--- config.mk ---
export PLATFORM = sky130hd
export DESIGN_NAME = layout_and_comment_skipper
export DESIGN_NICKNAME = d
export VERILOG_FILES = /design/src/design/lcs_pkg.sv /design/src/design/lcs_cfg.sv /design/src/design/lcs_scan.sv /design/src/design/lcs_outq.sv /design/src/design/layout_and_comment_skipper.sv
export SDC_FILE = /design/constraint.sdc
export NUM_CORES = 1
export LEC_CHECK = 0
export ABC_AREA = 0
export ABC_CLOCK_PERIOD_IN_PS = 4059
export BUFFER_PORTS_ARGS = -buffer_cell sky130_fd_sc_hd__buf_2
export CORE_AREA = 2 2 94 96
export CTS_BUF_LIST = sky130_fd_sc_hd__clkbuf_4
export CTS_CLUSTER_SIZE = 16
export DETAILED_ROUTE_END_ITERATION = 7
export DIE_AREA = 0 0 96 98
export PLACE_DENSITY = 0.85
export SYNTH_ARGS = -nofsm -noshare
export SYNTH_HDL_FRONTEND = slang
export SYNTH_SLANG_ARGS = --single-unit
--- constraint.sdc ---
create_clock -name clk -period 4.06 [get_ports clk]
set_input_delay 0.812 -clock clk [delete_from_list [all_inputs] [get_ports clk]]
set_output_delay 0.812 -clock clk [all_outputs]
set_load 0.03 [all_outputs]
--- src/design/lcs_pkg.sv ---
// Shared types, character constants and helpers for the layout and comment skipper.
// Depends on nothing; every other design file refers to it by scoped names.
package lcs_pkg;

  // Characters that the scanner recognises.
  localparam logic [7:0] CH_SPACE = 8'h20;
  localparam logic [7:0] CH_TAB   = 8'h09;
  localparam logic [7:0] CH_NL    = 8'h0A;
  localparam logic [7:0] CH_SLASH = 8'h2F;
  localparam logic [7:0] CH_STAR  = 8'h2A;

  // Configuration register indexes.
  localparam logic REG_LINE_COMMENTS = 1'b0;
  localparam logic REG_NESTING       = 1'b1;

  // Scanner modes.
  typedef enum logic [2:0] {
    MODE_NORMAL      = 3'd0,
    MODE_SLASH       = 3'd1,
    MODE_LINE        = 3'd2,
    MODE_BLOCK       = 3'd3,
    MODE_BLOCK_STAR  = 3'd4,
    MODE_BLOCK_SLASH = 3'd5
  } scan_mode_t;

  // Configuration as seen by the scanner.
  typedef struct packed {
    logic line_on;
    logic nest_on;
  } cfg_t;

  // One result item.
  typedef struct packed {
    logic [7:0] kept_byte;
    logic       kept_valid;
    logic       last_of_text;
    logic       open_comment;
    logic       depth_overflow;
  } result_t;

  // True for space, tab and newline.
  function automatic logic is_layout(input logic [7:0] b);
    is_layout = (b == CH_SPACE) || (b == CH_TAB) || (b == CH_NL);
  endfunction

  // A kept byte with the flags still clear.
  function automatic result_t kept(input logic [7:0] b);
    result_t r;
    r = '0;
    r.kept_byte  = b;
    r.kept_valid = 1'b1;
    kept = r;
  endfunction

endpackage

--- src/design/lcs_cfg.sv ---
// APB-style register file for the two enable bits of the skipper.
// Depends on lcs_pkg for the register indexes and the cfg_t type.
module lcs_cfg (
  input  logic               clk,
  input  logic               rst,
  input  logic               psel,
  input  logic               penable,
  input  logic               pwrite,
  input  logic [2:0]         paddr,
  input  logic [31:0]        pwdata,
  output logic [31:0]        prdata,
  output logic               pready,
  output lcs_pkg::cfg_t      cfg
);

  logic line_on;
  logic nest_on;
  logic wr_en;
  logic idx;

  assign pready = 1'b1;
  assign idx    = paddr[2];
  assign wr_en  = psel && penable && pwrite;

  // Register writes in the access phase.
  always_ff @(posedge clk) begin
    if (rst) begin
      line_on <= 1'b1;
      nest_on <= 1'b1;
    end else if (wr_en) begin
      unique case (idx)
        lcs_pkg::REG_LINE_COMMENTS: line_on <= pwdata[0];
        lcs_pkg::REG_NESTING:       nest_on <= pwdata[0];
        default: ;
      endcase
    end
  end

  // Read-back multiplexer.
  always_comb begin
    prdata = '0;
    unique case (idx)
      lcs_pkg::REG_LINE_COMMENTS: prdata[0] = line_on;
      lcs_pkg::REG_NESTING:       prdata[0] = nest_on;
      default: prdata = '0;
    endcase
  end

  assign cfg.line_on = line_on;
  assign cfg.nest_on = nest_on;

endmodule

--- src/design/lcs_scan.sv ---
// Scanner state registers and the per-item next-state and result logic.
// Depends on lcs_pkg for modes, character constants and the result type.
module lcs_scan #(
  parameter int MAX_NEST = 15
) (
  input  logic               clk,
  input  logic               rst,
  input  lcs_pkg::cfg_t      cfg,
  input  logic               accept,
  input  logic [7:0]         text_byte,
  input  logic               byte_present,
  input  logic               text_end,
  output logic [1:0]         res_count,
  output lcs_pkg::result_t   res0,
  output lcs_pkg::result_t   res1
);

  localparam int DW = $clog2(MAX_NEST + 1);
  localparam logic [DW-1:0] DEPTH_MAX = DW'(MAX_NEST);
  localparam logic [DW-1:0] DEPTH_ONE = DW'(1);

  lcs_pkg::scan_mode_t scan_mode, scan_mode_next;
  logic [DW-1:0]       nest_depth, nest_depth_next;
  logic                overflow_seen, overflow_seen_next;

  lcs_pkg::scan_mode_t m;
  logic [DW-1:0]       d;
  logic                o;
  logic [1:0]          n;
  logic                open;
  lcs_pkg::result_t    r0, r1;

  // State registers, updated only on an accepted item.
  always_ff @(posedge clk) begin
    if (rst) begin
      scan_mode     <= lcs_pkg::MODE_NORMAL;
      nest_depth    <= '0;
      overflow_seen <= 1'b0;
    end else if (accept) begin
      scan_mode     <= scan_mode_next;
      nest_depth    <= nest_depth_next;
      overflow_seen <= overflow_seen_next;
    end
  end

  // Byte handling followed by end-of-text handling.
  always_comb begin
    m    = scan_mode;
    d    = nest_depth;
    o    = overflow_seen;
    n    = 2'd0;
    r0   = '0;
    r1   = '0;
    open = 1'b0;

    if (byte_present) begin
      unique case (m)
        lcs_pkg::MODE_SLASH: begin
          if (text_byte == lcs_pkg::CH_SLASH && cfg.line_on) begin
            m = lcs_pkg::MODE_LINE;
          end else if (text_byte == lcs_pkg::CH_STAR) begin
            m = lcs_pkg::MODE_BLOCK;
            d = DEPTH_ONE;
          end else begin
            // The held slash goes out first, then the byte as plain text.
            r0 = lcs_pkg::kept(lcs_pkg::CH_SLASH);
            n  = 2'd1;
            if (lcs_pkg::is_layout(text_byte)) begin
              m = lcs_pkg::MODE_NORMAL;
            end else if (text_byte == lcs_pkg::CH_SLASH) begin
              m = lcs_pkg::MODE_SLASH;
            end else begin
              m  = lcs_pkg::MODE_NORMAL;
              r1 = lcs_pkg::kept(text_byte);
              n  = 2'd2;
            end
          end
        end
        lcs_pkg::MODE_LINE: begin
          if (text_byte == lcs_pkg::CH_NL) m = lcs_pkg::MODE_NORMAL;
        end
        lcs_pkg::MODE_BLOCK: begin
          if (text_byte == lcs_pkg::CH_STAR) begin
            m = lcs_pkg::MODE_BLOCK_STAR;
          end else if (text_byte == lcs_pkg::CH_SLASH && cfg.nest_on) begin
            m = lcs_pkg::MODE_BLOCK_SLASH;
          end
        end
        lcs_pkg::MODE_BLOCK_STAR: begin
          if (text_byte == lcs_pkg::CH_SLASH) begin
            if (d != '0) d = d - DEPTH_ONE;
            if (d == '0 || !cfg.nest_on) begin
              d = '0;
              m = lcs_pkg::MODE_NORMAL;
            end else begin
              m = lcs_pkg::MODE_BLOCK;
            end
          end else if (text_byte != lcs_pkg::CH_STAR) begin
            m = lcs_pkg::MODE_BLOCK;
          end
        end
        lcs_pkg::MODE_BLOCK_SLASH: begin
          if (text_byte == lcs_pkg::CH_STAR) begin
            // Saturate the depth and remember that it happened.
            if (d >= DEPTH_MAX) begin
              d = DEPTH_MAX;
              o = 1'b1;
            end else begin
              d = d + DEPTH_ONE;
            end
            m = lcs_pkg::MODE_BLOCK;
          end else if (text_byte != lcs_pkg::CH_SLASH) begin
            m = lcs_pkg::MODE_BLOCK;
          end
        end
        default: begin
          // Normal text.
          if (lcs_pkg::is_layout(text_byte)) begin
            m = lcs_pkg::MODE_NORMAL;
          end else if (text_byte == lcs_pkg::CH_SLASH) begin
            m = lcs_pkg::MODE_SLASH;
          end else begin
            m  = lcs_pkg::MODE_NORMAL;
            r0 = lcs_pkg::kept(text_byte);
            n  = 2'd1;
          end
        end
      endcase
    end

    if (text_end) begin
      open = (m == lcs_pkg::MODE_BLOCK) || (m == lcs_pkg::MODE_BLOCK_STAR) ||
             (m == lcs_pkg::MODE_BLOCK_SLASH);
      // Flush a held slash.
      if (m == lcs_pkg::MODE_SLASH) begin
        if (n == 2'd0) r0 = lcs_pkg::kept(lcs_pkg::CH_SLASH);
        else           r1 = lcs_pkg::kept(lcs_pkg::CH_SLASH);
        n = n + 2'd1;
      end
      // An empty marker item when nothing else goes out.
      if (n == 2'd0) begin
        r0 = '0;
        n  = 2'd1;
      end
      if (n == 2'd1) begin
        r0.last_of_text = 1'b1;
        r0.open_comment = open;
      end else begin
        r1.last_of_text = 1'b1;
        r1.open_comment = open;
      end
    end

    r0.depth_overflow = o;
    r1.depth_overflow = o;

    res_count = n;
    res0      = r0;
    res1      = r1;

    if (text_end) begin
      scan_mode_next     = lcs_pkg::MODE_NORMAL;
      nest_depth_next    = '0;
      overflow_seen_next = 1'b0;
    end else begin
      scan_mode_next     = m;
      nest_depth_next    = d;
      overflow_seen_next = o;
    end
  end

`ifndef NO_ASSERTIONS
  // Outside a block comment the depth is always zero.
  a_depth_zero_outside: assert property (@(posedge clk) disable iff (rst)
    (scan_mode == lcs_pkg::MODE_NORMAL || scan_mode == lcs_pkg::MODE_SLASH ||
     scan_mode == lcs_pkg::MODE_LINE) |-> nest_depth == '0)
    else $error("nest depth non-zero outside a block comment");

  // Inside a block comment at least one level is open.
  a_depth_set_inside: assert property (@(posedge clk) disable iff (rst)
    (scan_mode == lcs_pkg::MODE_BLOCK || scan_mode == lcs_pkg::MODE_BLOCK_STAR ||
     scan_mode == lcs_pkg::MODE_BLOCK_SLASH) |-> nest_depth != '0)
    else $error("block comment with zero depth");

  // End of text returns the scanner to idle.
  a_end_idles: assert property (@(posedge clk) disable iff (rst)
    accept && text_end |=> scan_mode == lcs_pkg::MODE_NORMAL &&
                           nest_depth == '0 && !overflow_seen)
    else $error("scanner not idle after end of text");

  // An end-of-text item always yields at least one result.
  a_end_has_result: assert property (@(posedge clk) disable iff (rst)
    text_end |-> res_count != 2'd0)
    else $error("end of text without a result");
`endif

endmodule

--- src/design/lcs_outq.sv ---
// 4-entry result queue: up to two in a cycle, one out a cycle while out_ready.
// Depends on lcs_pkg for the result_t type.
module lcs_outq (
  input  logic               clk,
  input  logic               rst,
  input  logic [1:0]         push_count,
  input  lcs_pkg::result_t   push0,
  input  lcs_pkg::result_t   push1,
  output logic               room,
  output logic               out_valid,
  input  logic               out_ready,
  output lcs_pkg::result_t   head
);

  lcs_pkg::result_t entries [4];
  logic [1:0] wr_ptr, wr_ptr_next;
  logic [1:0] rd_ptr, rd_ptr_next;
  logic [2:0] count, count_next;
  logic       pop;
  logic [1:0] wr_ptr_p1;

  assign pop       = out_valid && out_ready;
  assign out_valid = count != 3'd0;
  assign room      = count <= 3'd2;
  assign head      = entries[rd_ptr];
  assign wr_ptr_p1 = wr_ptr + 2'd1;

  always_comb begin
    wr_ptr_next = wr_ptr + push_count;
    rd_ptr_next = rd_ptr + {1'b0, pop};
    count_next  = count + {1'b0, push_count} - {2'b0, pop};
  end

  // Pointers and fill level.
  always_ff @(posedge clk) begin
    if (rst) begin
      wr_ptr <= '0;
      rd_ptr <= '0;
      count  <= '0;
    end else begin
      wr_ptr <= wr_ptr_next;
      rd_ptr <= rd_ptr_next;
      count  <= count_next;
    end
  end

  // Entry storage: the first result at the write pointer, the second after it.
  always_ff @(posedge clk) begin
    for (int i = 0; i < 4; i++) begin
      if (push_count != 2'd0 && wr_ptr == 2'(i)) begin
        entries[i] <= push0;
      end else if (push_count == 2'd2 && wr_ptr_p1 == 2'(i)) begin
        entries[i] <= push1;
      end
    end
  end

`ifndef NO_ASSERTIONS
  // The queue never overfills.
  a_no_overflow: assert property (@(posedge clk) disable iff (rst)
    count <= 3'd4)
    else $error("result queue overfilled");

  // Items only arrive while there is room for two.
  a_push_with_room: assert property (@(posedge clk) disable iff (rst)
    push_count != 2'd0 |-> room)
    else $error("results pushed without room");

  // Fill level tracks pushes and pops.
  a_count_tracks: assert property (@(posedge clk) disable iff (rst)
    1'b1 |=> count == $past(count) + {1'b0, $past(push_count)} - {2'b0, $past(pop)})
    else $error("fill level out of step");
`endif

endmodule

--- src/design/layout_and_comment_skipper.sv ---
// Top level of the layout and comment skipper: register file, scanner, result queue.
// Depends on lcs_pkg, lcs_cfg, lcs_scan and lcs_outq.
//
//  Channel   Handshake              Payload
//  input     in_valid / in_ready    text_byte, byte_present, text_end
//  output    out_valid / out_ready  kept_byte, kept_valid, last_of_text,
//                                   open_comment, depth_overflow
//  config    psel / penable         pwrite, paddr, pwdata, prdata (pready high)
//
// One item is accepted per cycle while the result queue has room for two results;
// its results enter the result queue. An item that releases a held slash can make
// two results; the single output port drains one per cycle while out_ready is high,
// which briefly holds off input. A stalled output holds off input once three results
// are waiting. Reset is synchronous and returns the scanner to normal text.
module layout_and_comment_skipper #(
  parameter int MAX_NEST = 15
) (
  input  logic        clk,
  input  logic        rst,
  input  logic        in_valid,
  output logic        in_ready,
  input  logic [7:0]  text_byte,
  input  logic        byte_present,
  input  logic        text_end,
  output logic        out_valid,
  input  logic        out_ready,
  output logic [7:0]  kept_byte,
  output logic        kept_valid,
  output logic        last_of_text,
  output logic        open_comment,
  output logic        depth_overflow,
  input  logic        psel,
  input  logic        penable,
  input  logic        pwrite,
  input  logic [2:0]  paddr,
  input  logic [31:0] pwdata,
  output logic [31:0] prdata,
  output logic        pready
);

  lcs_pkg::cfg_t    cfg;
  lcs_pkg::result_t res0, res1, head;
  logic [1:0]       res_count;
  logic [1:0]       push_count;
  logic             accept;
  logic             room;

  assign in_ready   = room;
  assign accept     = in_valid && in_ready;
  assign push_count = accept ? res_count : 2'd0;

  lcs_cfg u_cfg (
    .clk     (clk),
    .rst     (rst),
    .psel    (psel),
    .penable (penable),
    .pwrite  (pwrite),
    .paddr   (paddr),
    .pwdata  (pwdata),
    .prdata  (prdata),
    .pready  (pready),
    .cfg     (cfg)
  );

  lcs_scan #(
    .MAX_NEST (MAX_NEST)
  ) u_scan (
    .clk          (clk),
    .rst          (rst),
    .cfg          (cfg),
    .accept       (accept),
    .text_byte    (text_byte),
    .byte_present (byte_present),
    .text_end     (text_end),
    .res_count    (res_count),
    .res0         (res0),
    .res1         (res1)
  );

  lcs_outq u_outq (
    .clk        (clk),
    .rst        (rst),
    .push_count (push_count),
    .push0      (res0),
    .push1      (res1),
    .room       (room),
    .out_valid  (out_valid),
    .out_ready  (out_ready),
    .head       (head)
  );

  assign kept_byte      = head.kept_byte;
  assign kept_valid     = head.kept_valid;
  assign last_of_text   = head.last_of_text;
  assign open_comment   = head.open_comment;
  assign depth_overflow = head.depth_overflow;

endmodule

## After elaboration in Yosys (flattened, before gate mapping)

Memories as Yosys holds them, arrays and structs flattened. A register that Yosys moved wholly into a read port is not among the register bits.
Index checks and enable logic that the tools add are counted.

- Flip-flop bits (word level): 17
- Bits in writable memories: 48
- Bits of input ports: 52
- Output and inout port bits: 47
- Memories kept: 1

Memories:

| name | depth | bits a word | rd ports | clocked after memory_dff | wr ports | RTL line | text |
|---|---|---|---|---|---|---|---|
| u_outq.entries | 4 | 12 | 1 | 1 | 2 | lcs_outq.sv:15 | `lcs_pkg::result_t entries [4];` |

- Add/subtract/negate cells: 8
- Order comparisons: 2
- Equality and inequality tests: 28
- Multiplexer cells: 98
- Bitwise logic cells: 5
- Reduce and logical (&&, ||, !) cells: 36

Operators by type and width:

| kind | count |
|---|---|
| two-way mux 12 bit | 21 |
| two-way mux 4 bit | 12 |
| two-way mux 2 bit | 18 |
| two-way mux 3 bit | 11 |
| two-way mux 1 bit | 30 |
| == test 8 x 6 -> 1 bit, second input constant | 3 |
| case mux 12 bit (2 select lines) | 1 |
| OR reduction 12 bit | 2 |
| == test 8 x 4 -> 1 bit, second input constant | 2 |
| != test 8 x 6 -> 1 bit, second input constant | 2 |
| case mux 3 bit (5 select lines) | 1 |
| logical AND 1 bit | 14 |
| == test 3 bit, second input constant | 4 |
| case mux 4 bit (3 select lines) | 1 |
| == test 2 bit, second input constant | 5 |
| two-way mux 10 bit | 1 |
| == test 3 x 2 -> 1 bit, second input constant | 3 |
| != test 3 x 2 -> 1 bit, second input constant | 3 |
| logical NOT 2 bit | 4 |
| nonzero test 4 bit | 2 |
| AND reduction 7 bit | 1 |
| == test 2 x 1 -> 1 bit, second input constant | 3 |
| == test 3 x 1 -> 1 bit, second input constant | 2 |
| logical OR 1 bit | 5 |
| 20 further kinds | 26 |

## Depth between registers and ports, before layout

Gate-level depths: netlist (run 1).

- Word-level depth: 27
- Depth in mapped cells: 17
- Gate-level depth less buffers: 16

## Hierarchy

Synthesis (run 1) repeated with hierarchy kept, for this count alone.

- Cells, all modules: 395
- Area, all modules: 4456.8 um^2

Modules (own cells, without submodules):

| module | times used | cells each | area an instance (um^2) | sequential area each (um^2) |
|---|---|---|---|---|
| lcs_outq | 1 | 164 | 2825.2 | 1581.5 |
| lcs_scan | 1 | 182 | 1252.5 | 160.2 |
| lcs_cfg | 1 | 46 | 360.3 | 40.0 |
| layout_and_comment_skipper | 1 | 3 | 18.8 | 0.0 |

## Least setup slack after synthesis (run 1)

No wires, ideal clock.

- Kind: input to register
- Start: in text_byte[1]
- End: reg u_outq.count[2]
- Setup time: 0.128 ns
- Data arrival time: 4.226 ns
- Data required time: 3.932 ns
- Slack: -0.294 ns
- Cell stages on the path: 15
- Buffers on the path: 1
- Path through: clkbuf_1 and2_1 o21ai_0 a31oi_1 mux2i_1 ha_1 nand2_1 or4_1 o21ai_0 nand2_1 ha_1 fa_1 xnor2_1 xnor2_1 nor2_1

- Longest elaborated chain between the ends: 18
- Elaborated cells on any way between the ends: 43
- Those cells by class: add/sub (3); eq/ne (8); mux (27); reduce/logical (5)

RTL lines:

| element | RTL line | text |
|---|---|---|
| start: declaration | layout_and_comment_skipper.sv:22 | `input logic [7:0] text_byte,` |
| == test 8 x 6 -> 1 bit / == test 8 x 4 -> 1 bit (equally long branches) | lcs_pkg.sv:43 | `is_layout = (b == CH_SPACE) \|\| (b == CH_TAB) \|\| (b == CH_NL);` |
| logical OR 1 bit (2 in series) | lcs_pkg.sv:43 |  |
| two-way mux 2 bit / two-way mux 1 bit (equally long branches) | lcs_scan.sv:68, lcs_scan.sv:118 |  |
| two-way mux 2 bit / two-way mux 3 bit (equally long branches) | lcs_scan.sv:61 | `end else if (text_byte == lcs_pkg::CH_STAR) begin` |
| two-way mux 2 bit / two-way mux 3 bit (equally long branches) | lcs_scan.sv:59 | `if (text_byte == lcs_pkg::CH_SLASH && cfg.line_on) begin` |
| case mux 2 bit (2 select lines) / case mux 3 bit (5 select lines) (equally long branches) | lcs_scan.sv:57 | `unique case (m)` |
| two-way mux 2 bit / two-way mux 3 bit (equally long branches) | lcs_scan.sv:56 | `if (byte_present) begin` |
| adder 2 x 1 -> 2 bit / == test 3 x 1 -> 1 bit (equally long branches) | lcs_scan.sv:138, lcs_scan.sv:135 |  |
| two-way mux 2 bit | lcs_scan.sv:135 | `if (m == lcs_pkg::MODE_SLASH) begin` |
| two-way mux 2 bit | lcs_scan.sv:131 | `if (text_end) begin` |
| logical NOT 2 bit | lcs_scan.sv:141 | `if (n == 2'd0) begin` |
| two-way mux 2 bit | lcs_scan.sv:141 |  |
| two-way mux 2 bit | lcs_scan.sv:131 |  |
| two-way mux 2 bit (*) | lcs_scan.sv:131 |  |
| two-way mux 2 bit (*) | layout_and_comment_skipper.sv:50 | `assign push_count = accept ? res_count : 2'd0;` |
| adder 3 x 2 -> 3 bit (*) | lcs_outq.sv:31 | `count_next = count + {1'b0, push_count} - {2'b0, pop};` |
| subtractor 3 x 1 -> 3 bit (*) | lcs_outq.sv:31 |  |
| end signal: assignment | lcs_outq.sv:43 | `count <= count_next;` |
| end: declaration | lcs_outq.sv:18 | `logic [2:0] count, count_next;` |

Every way passes the cells marked *; elsewhere a longest branch is shown, timed or not. The select of a mux whose other input is x is not followed.
A chain may end at the register's enable or synchronous reset.

## Worst setup path in the final report (run 1)

- Start: in text_byte[4]
- End: reg u_outq.count[2]

Same word-level chain as after synthesis.

==> impl_metrics.ini, run 1 <==
[logic_synthesis]
ys.flop_type = edfxtp_1
yosysUniqueCellTypes = 66
synth-edff-count = 48
seq_area_frac_synth = 0.425
synth_mux_area_frac = 0.0742
synth_top_family_by_area = simple AND/OR/NAND/NOR gates
ys_warn_count = 0
synthSimpleGateAreaFrac = 0.198
avgSynthCellArea_sq_um = 9.92
synth-adder-area-share = 0.0286
synth-xor-area-share = 0.0104
syn_inst = 423
async_flop_share = 0
synth_area_sq_um = 4200
synth-seq-cells = 65
synth_compound_area_frac = 0.171

[setup_path]
crit_arrival_ns = 4.10
crit_path_end_kind = flip-flop
path_delay_family = simple AND/OR/NAND/NOR gates
max_stage_delay_ns = 0.43
critPathKind = input pin to flip-flop
startpoint_type = input pin
crit_path_top_delay_cell = or3_1
worstPathCellList = buf_2 > buf_4 > or3_1 > a31oi_4 > mux2i_2 > ha_1 > nand2_1 > or4_4 > o21ai_2 > nand2_1 > ha_1 > fa_1 > xnor2_1 > xnor2_1 > nor2_1
crit_buf_inv = 2
crit_required_ns = 4.37
crit_fanout = 4

[floorplanning]
dieArea_sq_um = 9410
die_h_um = 98
coreArea_sq_um = 8470
row_count = 34
start_util = 0.496
ios = 99
fp.dieW_um = 96

[global_routing]
grt_pass1_wl_um = 16000
first_global_vias = 3320
grt_overflow = 0
grt_max_degree = 21
grt_usage = 0.217
antenna_found_initial = 0

[drt]
vias = 3474
wirelength_um = 9680
first_pass_iters = 5
ant_nets = 0
wl_per_cell_um = 16.1
via_per_inst = 5.78
drc_errors = 0
drt_iter0_drc = 197

[power_and_ir_drop]
p_switching_w = 0.000683
p_leak_nw = 1.80
pwr-share-comb = 0.329
switching_share = 0.377
vdd_ir_drop_max_uv = 144
p_per_area_nw_per_um2 = 382
clockPowerShare = 0.208
finalPower_w = 0.00181
power_frac_seq = 0.462
internal_power_w = 0.00113

[sta]
relSlewSlack = 0.425
hold_slack_ns = 0.577
fmax_mhz = 264
worst_pin_slew_ns = 0.861
finalSetupViolCount = 0
finalHoldViolCount = 0
skew_ns = 0.0239
drv_slew = 0
period_share = 0.933
finalCriticalPeriod_ns = 3.79
rsz0062_at_grt = false

[job]
maxCapViolCount = 0

[clocking]
clock-sinks = 65
post_cts_resized = 0
clk_latency_ns = 0.43
root_buffer = clkbuf_4
clk_pin_slew_worst_paths_ns = 0.11
numCtsBuffers = 9
cts_tree = yes
htree_levels = 3
holdBufCountCts = 0
clk_path_buf_depth = 2
post_cts_buffers = 0

[hold_path]
worstHoldPathType = flip-flop to flip-flop

[finish]
post-route-util = 0.561
fin_cells = 601
fin_nets = 548
drive_above_1_share = 0.252
syn_to_final_growth_pct = 13.2
design_area_sq_um = 4750

[status]
status = finished clean

[place]
gp_congestion = 0.976
placed_area_sq_um = 4630
place_hpwl_um = 7360
io_buffers = 33
dp_cells = 584
==> power by group through the flow <==
stage	logic [W]	registers [W]	clock network [W]
3_3_place_gp	0.000582	0.000851	0
3_5_place_dp	0.000599	0.000857	0
4_1_cts	0.000601	0.000842	0.000382
5_1_grt	0.000653	0.000852	0.000413
6_report	0.000597	0.000839	0.000378
2_1_floorplan	0.000512	0.000806	0
==> path summary, 6_finish.rpt <==
path | startpoint | end | slack [ns] | depth (start not counted)
max | text_byte[4] | u_outq.count[2]$_SDFF_PP0_ | 0.27 | 15
min | u_outq.count[2]$_SDFF_PP0_ | u_outq.count[2]$_SDFF_PP0_ | 0.58 | 2
max reg2reg | u_scan.nest_depth[0]$_SDFFE_PP0P_ | u_outq.count[2]$_SDFF_PP0_ | 0.36 | 16
min reg2reg | u_outq.count[2]$_SDFF_PP0_ | u_outq.count[2]$_SDFF_PP0_ | 0.58 | 2
==> state kept, by name, indices dropped and copies added, names as in the netlist <==
name / count
u_cfg.line_on: 1
u_cfg.nest_on: 1
u_scan.scan_mode: 3
u_outq.wr_ptr: 2
u_scan.nest_depth: 4
u_outq.rd_ptr: 2
u_outq.entries: 48
u_scan.overflow_seen: 1
u_outq.count: 3
==> layer usage <==
| metal | track usage | routed length [um] | part of all wire | vias up |
|---|---|---|---|---|
| met4 | 0.0923 | 226 | 0.023 | 0 |
| li1 | - | - | - | 1656 |
| met5 | 0 | 0 | 0 | - |
| met2 | 0.367 | 4970 | 0.51 | 130 |
| met1 | 0.263 | 3900 | 0.40 | 1666 |
| met3 | 0.0486 | 574 | 0.059 | 22 |
==> Yosys cell counts (8+ instances only) <==
cell type	count	area share
a21oi_1	33	0.039
buf_4	33	0.059
clkbuf_1	15	0.013
dfxtp_1	17	0.081
edfxtp_1	48	0.34
ha_1	8	0.024
inv_1	11	0.0098
mux4_2	12	0.064
nand2_1	41	0.037
nand3_1	9	0.011
nor2_1	31	0.028
nor2b_1	9	0.013
o21ai_0	26	0.031
==> layout by cell type, fill, tap and decap left out, types with 3 or more instances in the layout <==
master / instances
or3_1: 3
nor3b_1: 5
a2bb2oi_1: 4
conb_1: 32
nand4_1: 6
nand2_1: 41
a22o_1: 3
a211o_1: 3
nand3_1: 9
clkbuf_4: 9
nor3_1: 6
o31ai_1: 4
o21ai_0: 24
and2_1: 7
a22oi_1: 6
nor2b_1: 9
buf_4: 44
nor4b_1: 4
nand3b_1: 3
o211ai_1: 3
ha_1: 8
a211oi_1: 6
mux4_2: 12
buf_2: 33
nand2b_1: 4
inv_1: 10
edfxtp_1: 48
and3_1: 4
a21oi_1: 33
or2_2: 3
xnor2_1: 3
nor2_1: 30
dfxtp_1: 17
nor4_1: 3
==> stage by stage <==
| stage | setup TNS (ns) | setup WS (ns) |
|---|---|---|
| 2_1_floorplan | 0 | 0.0135 |
| 5_1_grt | 0 | 0.0817 |
| 4_1_cts | 0 | 0.277 |
| 6_report | 0 | 0.271 |
| 3_5_place_dp | -0.169 | -0.169 |
| 3_3_place_gp | -0.117 | -0.117 |
==> worst register-to-register path: stages (launching register included) <==
cell and delay, ns:
dfxtp_1 0.50, inv_1 0.08, ha_1 0.27, xor2_1 0.17, o32a_1 0.17, o2111ai_1 0.16
and3_1 0.23, a21oi_1 0.27, buf_4 0.23, o21bai_1 0.08, a21oi_1 0.38, ha_1 0.24
inv_1 0.05, fa_1 0.37, xnor2_1 0.20, xnor2_1 0.15, nor2_1 0.05
==> cell type report <==
class | instances | area (sq um)
Fill cell | 730 | 3720
Multi-Input combinational cell | 322 | 2180
Sequential cell | 65 | 1780
Timing Repair Buffer | 77 | 495
Tap cell | 108 | 135
Clock buffer | 9 | 67.6
Clock inverter | 7 | 46.3
Inverter | 12 | 45.0
Antenna cell | 1 | 2.50
==> cell families after synthesis <==
kind of cell | count (synthesis)
other cells | 2
xor+xnor | 5
mux | 16
buf+inv | 66
compound gates | 108
fa+ha+maj | 9
simple gates | 152
flops | 65
Note: power is estimated with default switching activity, not from simulation.
==> run 2: changes to the inputs <==
--- a/config.mk
+++ b/config.mk
@@ -8,12 +8,12 @@
 export ABC_AREA = 0
 export ABC_CLOCK_PERIOD_IN_PS = 4059
 export BUFFER_PORTS_ARGS = -buffer_cell sky130_fd_sc_hd__buf_2
-export CORE_AREA = 2 2 94 96
-export CTS_BUF_LIST = sky130_fd_sc_hd__clkbuf_4
+export CORE_AREA = 2 2 96 98
+export CTS_BUF_LIST = sky130_fd_sc_hd__clkbuf_16
 export CTS_CLUSTER_SIZE = 16
 export DETAILED_ROUTE_END_ITERATION = 7
-export DIE_AREA = 0 0 96 98
-export PLACE_DENSITY = 0.85
+export DIE_AREA = 0 0 98 100
+export PLACE_DENSITY = 0.82
 export SYNTH_ARGS = -nofsm -noshare
 export SYNTH_HDL_FRONTEND = slang
 export SYNTH_SLANG_ARGS = --single-unit
==> run 2 against run 1 <==
  * Final cell count increased by 0.50%
  * Global-route usage decreased by 0.62 points
  * Sequential power about the same
  * Non-clock buffer count increased by 1
  * Fmax decreased by 2.5%
  * Combinational power increased by 3.7%
  * Count of clock-buffer cells in the layout unchanged
  * Sequential share of layout area decreased by 2.0 points
  * Power increased by 30%
  * Critical path type unchanged
==> impl_metrics.ini, run 2 (same netlist as run 1, synthesis figures left out) <==
[status]
status = finished clean

[finish]
max_flop_register = u_outq.entries
register_area_sq_um = 1780
multiInputGateArea_sq_um = 2190
post-route-util = 0.564
n_fill_cell = 749
drive_above_1_share = 0.258
syn_to_final_growth_pct = 19.4
layout_common_cells = edfxtp_1, buf_4, nand2_1
largest_reg_flops = 48
antenna_cells = 0
final_common_cell = edfxtp_1
reg_top3 = u_outq.entries (48), u_scan.nest_depth (4)
fin_nets = 549

[setup_path]
crit_path_end_kind = flip-flop
max_stage_delay_ns = 0.44
worstPathCellList = buf_2 > buf_4 > or3_1 > a31oi_4 > mux2i_2 > ha_1 > nand2_1 > or4_4 > o21ai_2 > nand2_1 > ha_1 > fa_2 > xnor2_2 > xnor2_1 > nor2_1
crit_fanout = 4
critPathKind = input pin to flip-flop
startpoint_type = input pin
crit_path_top_delay_cell = or3_1
crit_required_ns = 4.26
crit_arrival_ns = 4.09
path_delay_family = simple AND/OR/NAND/NOR gates
crit_buf_inv = 2

[drt]
wirelength_um = 10300
via_per_inst = 5.88
first_pass_iters = 5
drc_errors = 0
wl_per_cell_um = 17.1
vias = 3553
ant_nets = 0
drt_iter0_drc = 265

[global_routing]
grt_usage = 0.211
first_global_vias = 3348
grt_pass1_wl_um = 16400
grt_max_degree = 21
grt_overflow = 0
antenna_found_initial = 0

[clocking]
clk_pin_slew_worst_paths_ns = 0.05
cts_tree = yes
clk_latency_ns = 0.33
root_buffer = clkbuf_16
clock-sinks = 65
clk_path_buf_depth = 2
htree_levels = 3
numCtsBuffers = 9

[power_and_ir_drop]
finalPower_w = 0.00236
p_per_area_nw_per_um2 = 471
internal_power_w = 0.00162
p_leak_nw = 1.92
power_frac_seq = 0.355
pwr-share-comb = 0.262
vdd_ir_drop_max_uv = 234
switching_share = 0.313
clockPowerShare = 0.382
p_switching_w = 0.000739

[floorplanning]
row_count = 35
coreArea_sq_um = 8890
dieArea_sq_um = 9800
ios = 99
start_util = 0.472
fp.dieW_um = 98
die_h_um = 100

[sta]
fmax_mhz = 257
relSlewSlack = 0.423
finalCriticalPeriod_ns = 3.88
skew_ns = 0.0138
finalSetupViolCount = 0
period_share = 0.957
drv_slew = 0
worst_pin_slew_ns = 0.864
finalHoldViolCount = 0
rsz0062_at_grt = false

[place]
io_buffers = 33
place_hpwl_um = 7260
gp_congestion = 0.961

[job]
maxCapViolCount = 0

[hold_path]
worstHoldPathType = flip-flop to flip-flop
-- run 2: routing by layer --
metal,up-vias,global-route usage,wire [um]
li1,1657,-,-
met1,1683,0.260,3970
met2,197,0.381,5280
met3,16,0.0446,900
met4,0,0.0491,158
met5,-,0,0
-- run 2: cell type report --
class / count / area share
clock inverter: 7 / 0.0237
sequential: 65 / 0.356
tap: 111 / 0.0277
timing repair buffer: 78 / 0.103
multi-input combinational: 322 / 0.436
clock buffer: 9 / 0.0449
inverter: 12 / 0.00899
-- run 2: final timing paths --
check,from,endpoint,slack [ns],depth (start not counted)
worst max-delay path,text_byte[4],u_outq.count[2]$_SDFF_PP0_,0.18,15
worst max register to register,u_scan.nest_depth[0]$_SDFFE_PP0P_,u_outq.count[2]$_SDFF_PP0_,0.49,14
worst min-delay path,u_outq.count[2]$_SDFF_PP0_,u_outq.count[2]$_SDFF_PP0_,0.55,2
worst min register to register,u_outq.count[2]$_SDFF_PP0_,u_outq.count[2]$_SDFF_PP0_,0.55,2
-- run 2: worst min-delay path, stage by stage (launching register included) --
cell	delay (ns)
dfxtp_1	0.35
xnor2_1	0.08
nor2_1	0.08
-- run 2: per-stage QoR --
| step | setup TNS (ns) | hold slack (ns) | cell area [sq um] | std cells | setup WS (ns) |
|---|---|---|---|---|---|
| finish | 0 | 0.547 | 5010 | 604 | 0.175 |
| global route | 0 | 0.593 | 5010 | 604 | 0.0370 |
| CTS | 0 | 0.563 | 5000 | 604 | 0.121 |
| detailed placement | -0.197 | 0.546 | 4660 | 588 | -0.197 |
| global placement | -0.125 | 0.521 | 4660 | 588 | -0.125 |
| floorplan | 0 | 0.460 | 4350 | 453 | 0.0135 |
-- run 2: what timing repair did --
item	in CTS	in global routing
hold buffers	0	0
buffers inserted	0	0
endpoints found under the setup margin	0	1
hold endpoints to repair	0	0
resized for setup	0	2
-- run 2: power groups by stage --
stage / Combinational (W) / Sequential (W) / Clock (W)
final: 0.000619 / 0.000839 / 0.000903
after global routing: 0.000668 / 0.000851 / 0.000941
after CTS: 0.000609 / 0.000842 / 0.000909
after detailed placement: 0.000604 / 0.000856 / 0
after global placement: 0.000591 / 0.000853 / 0
after floorplan: 0.000512 / 0.000806 / 0
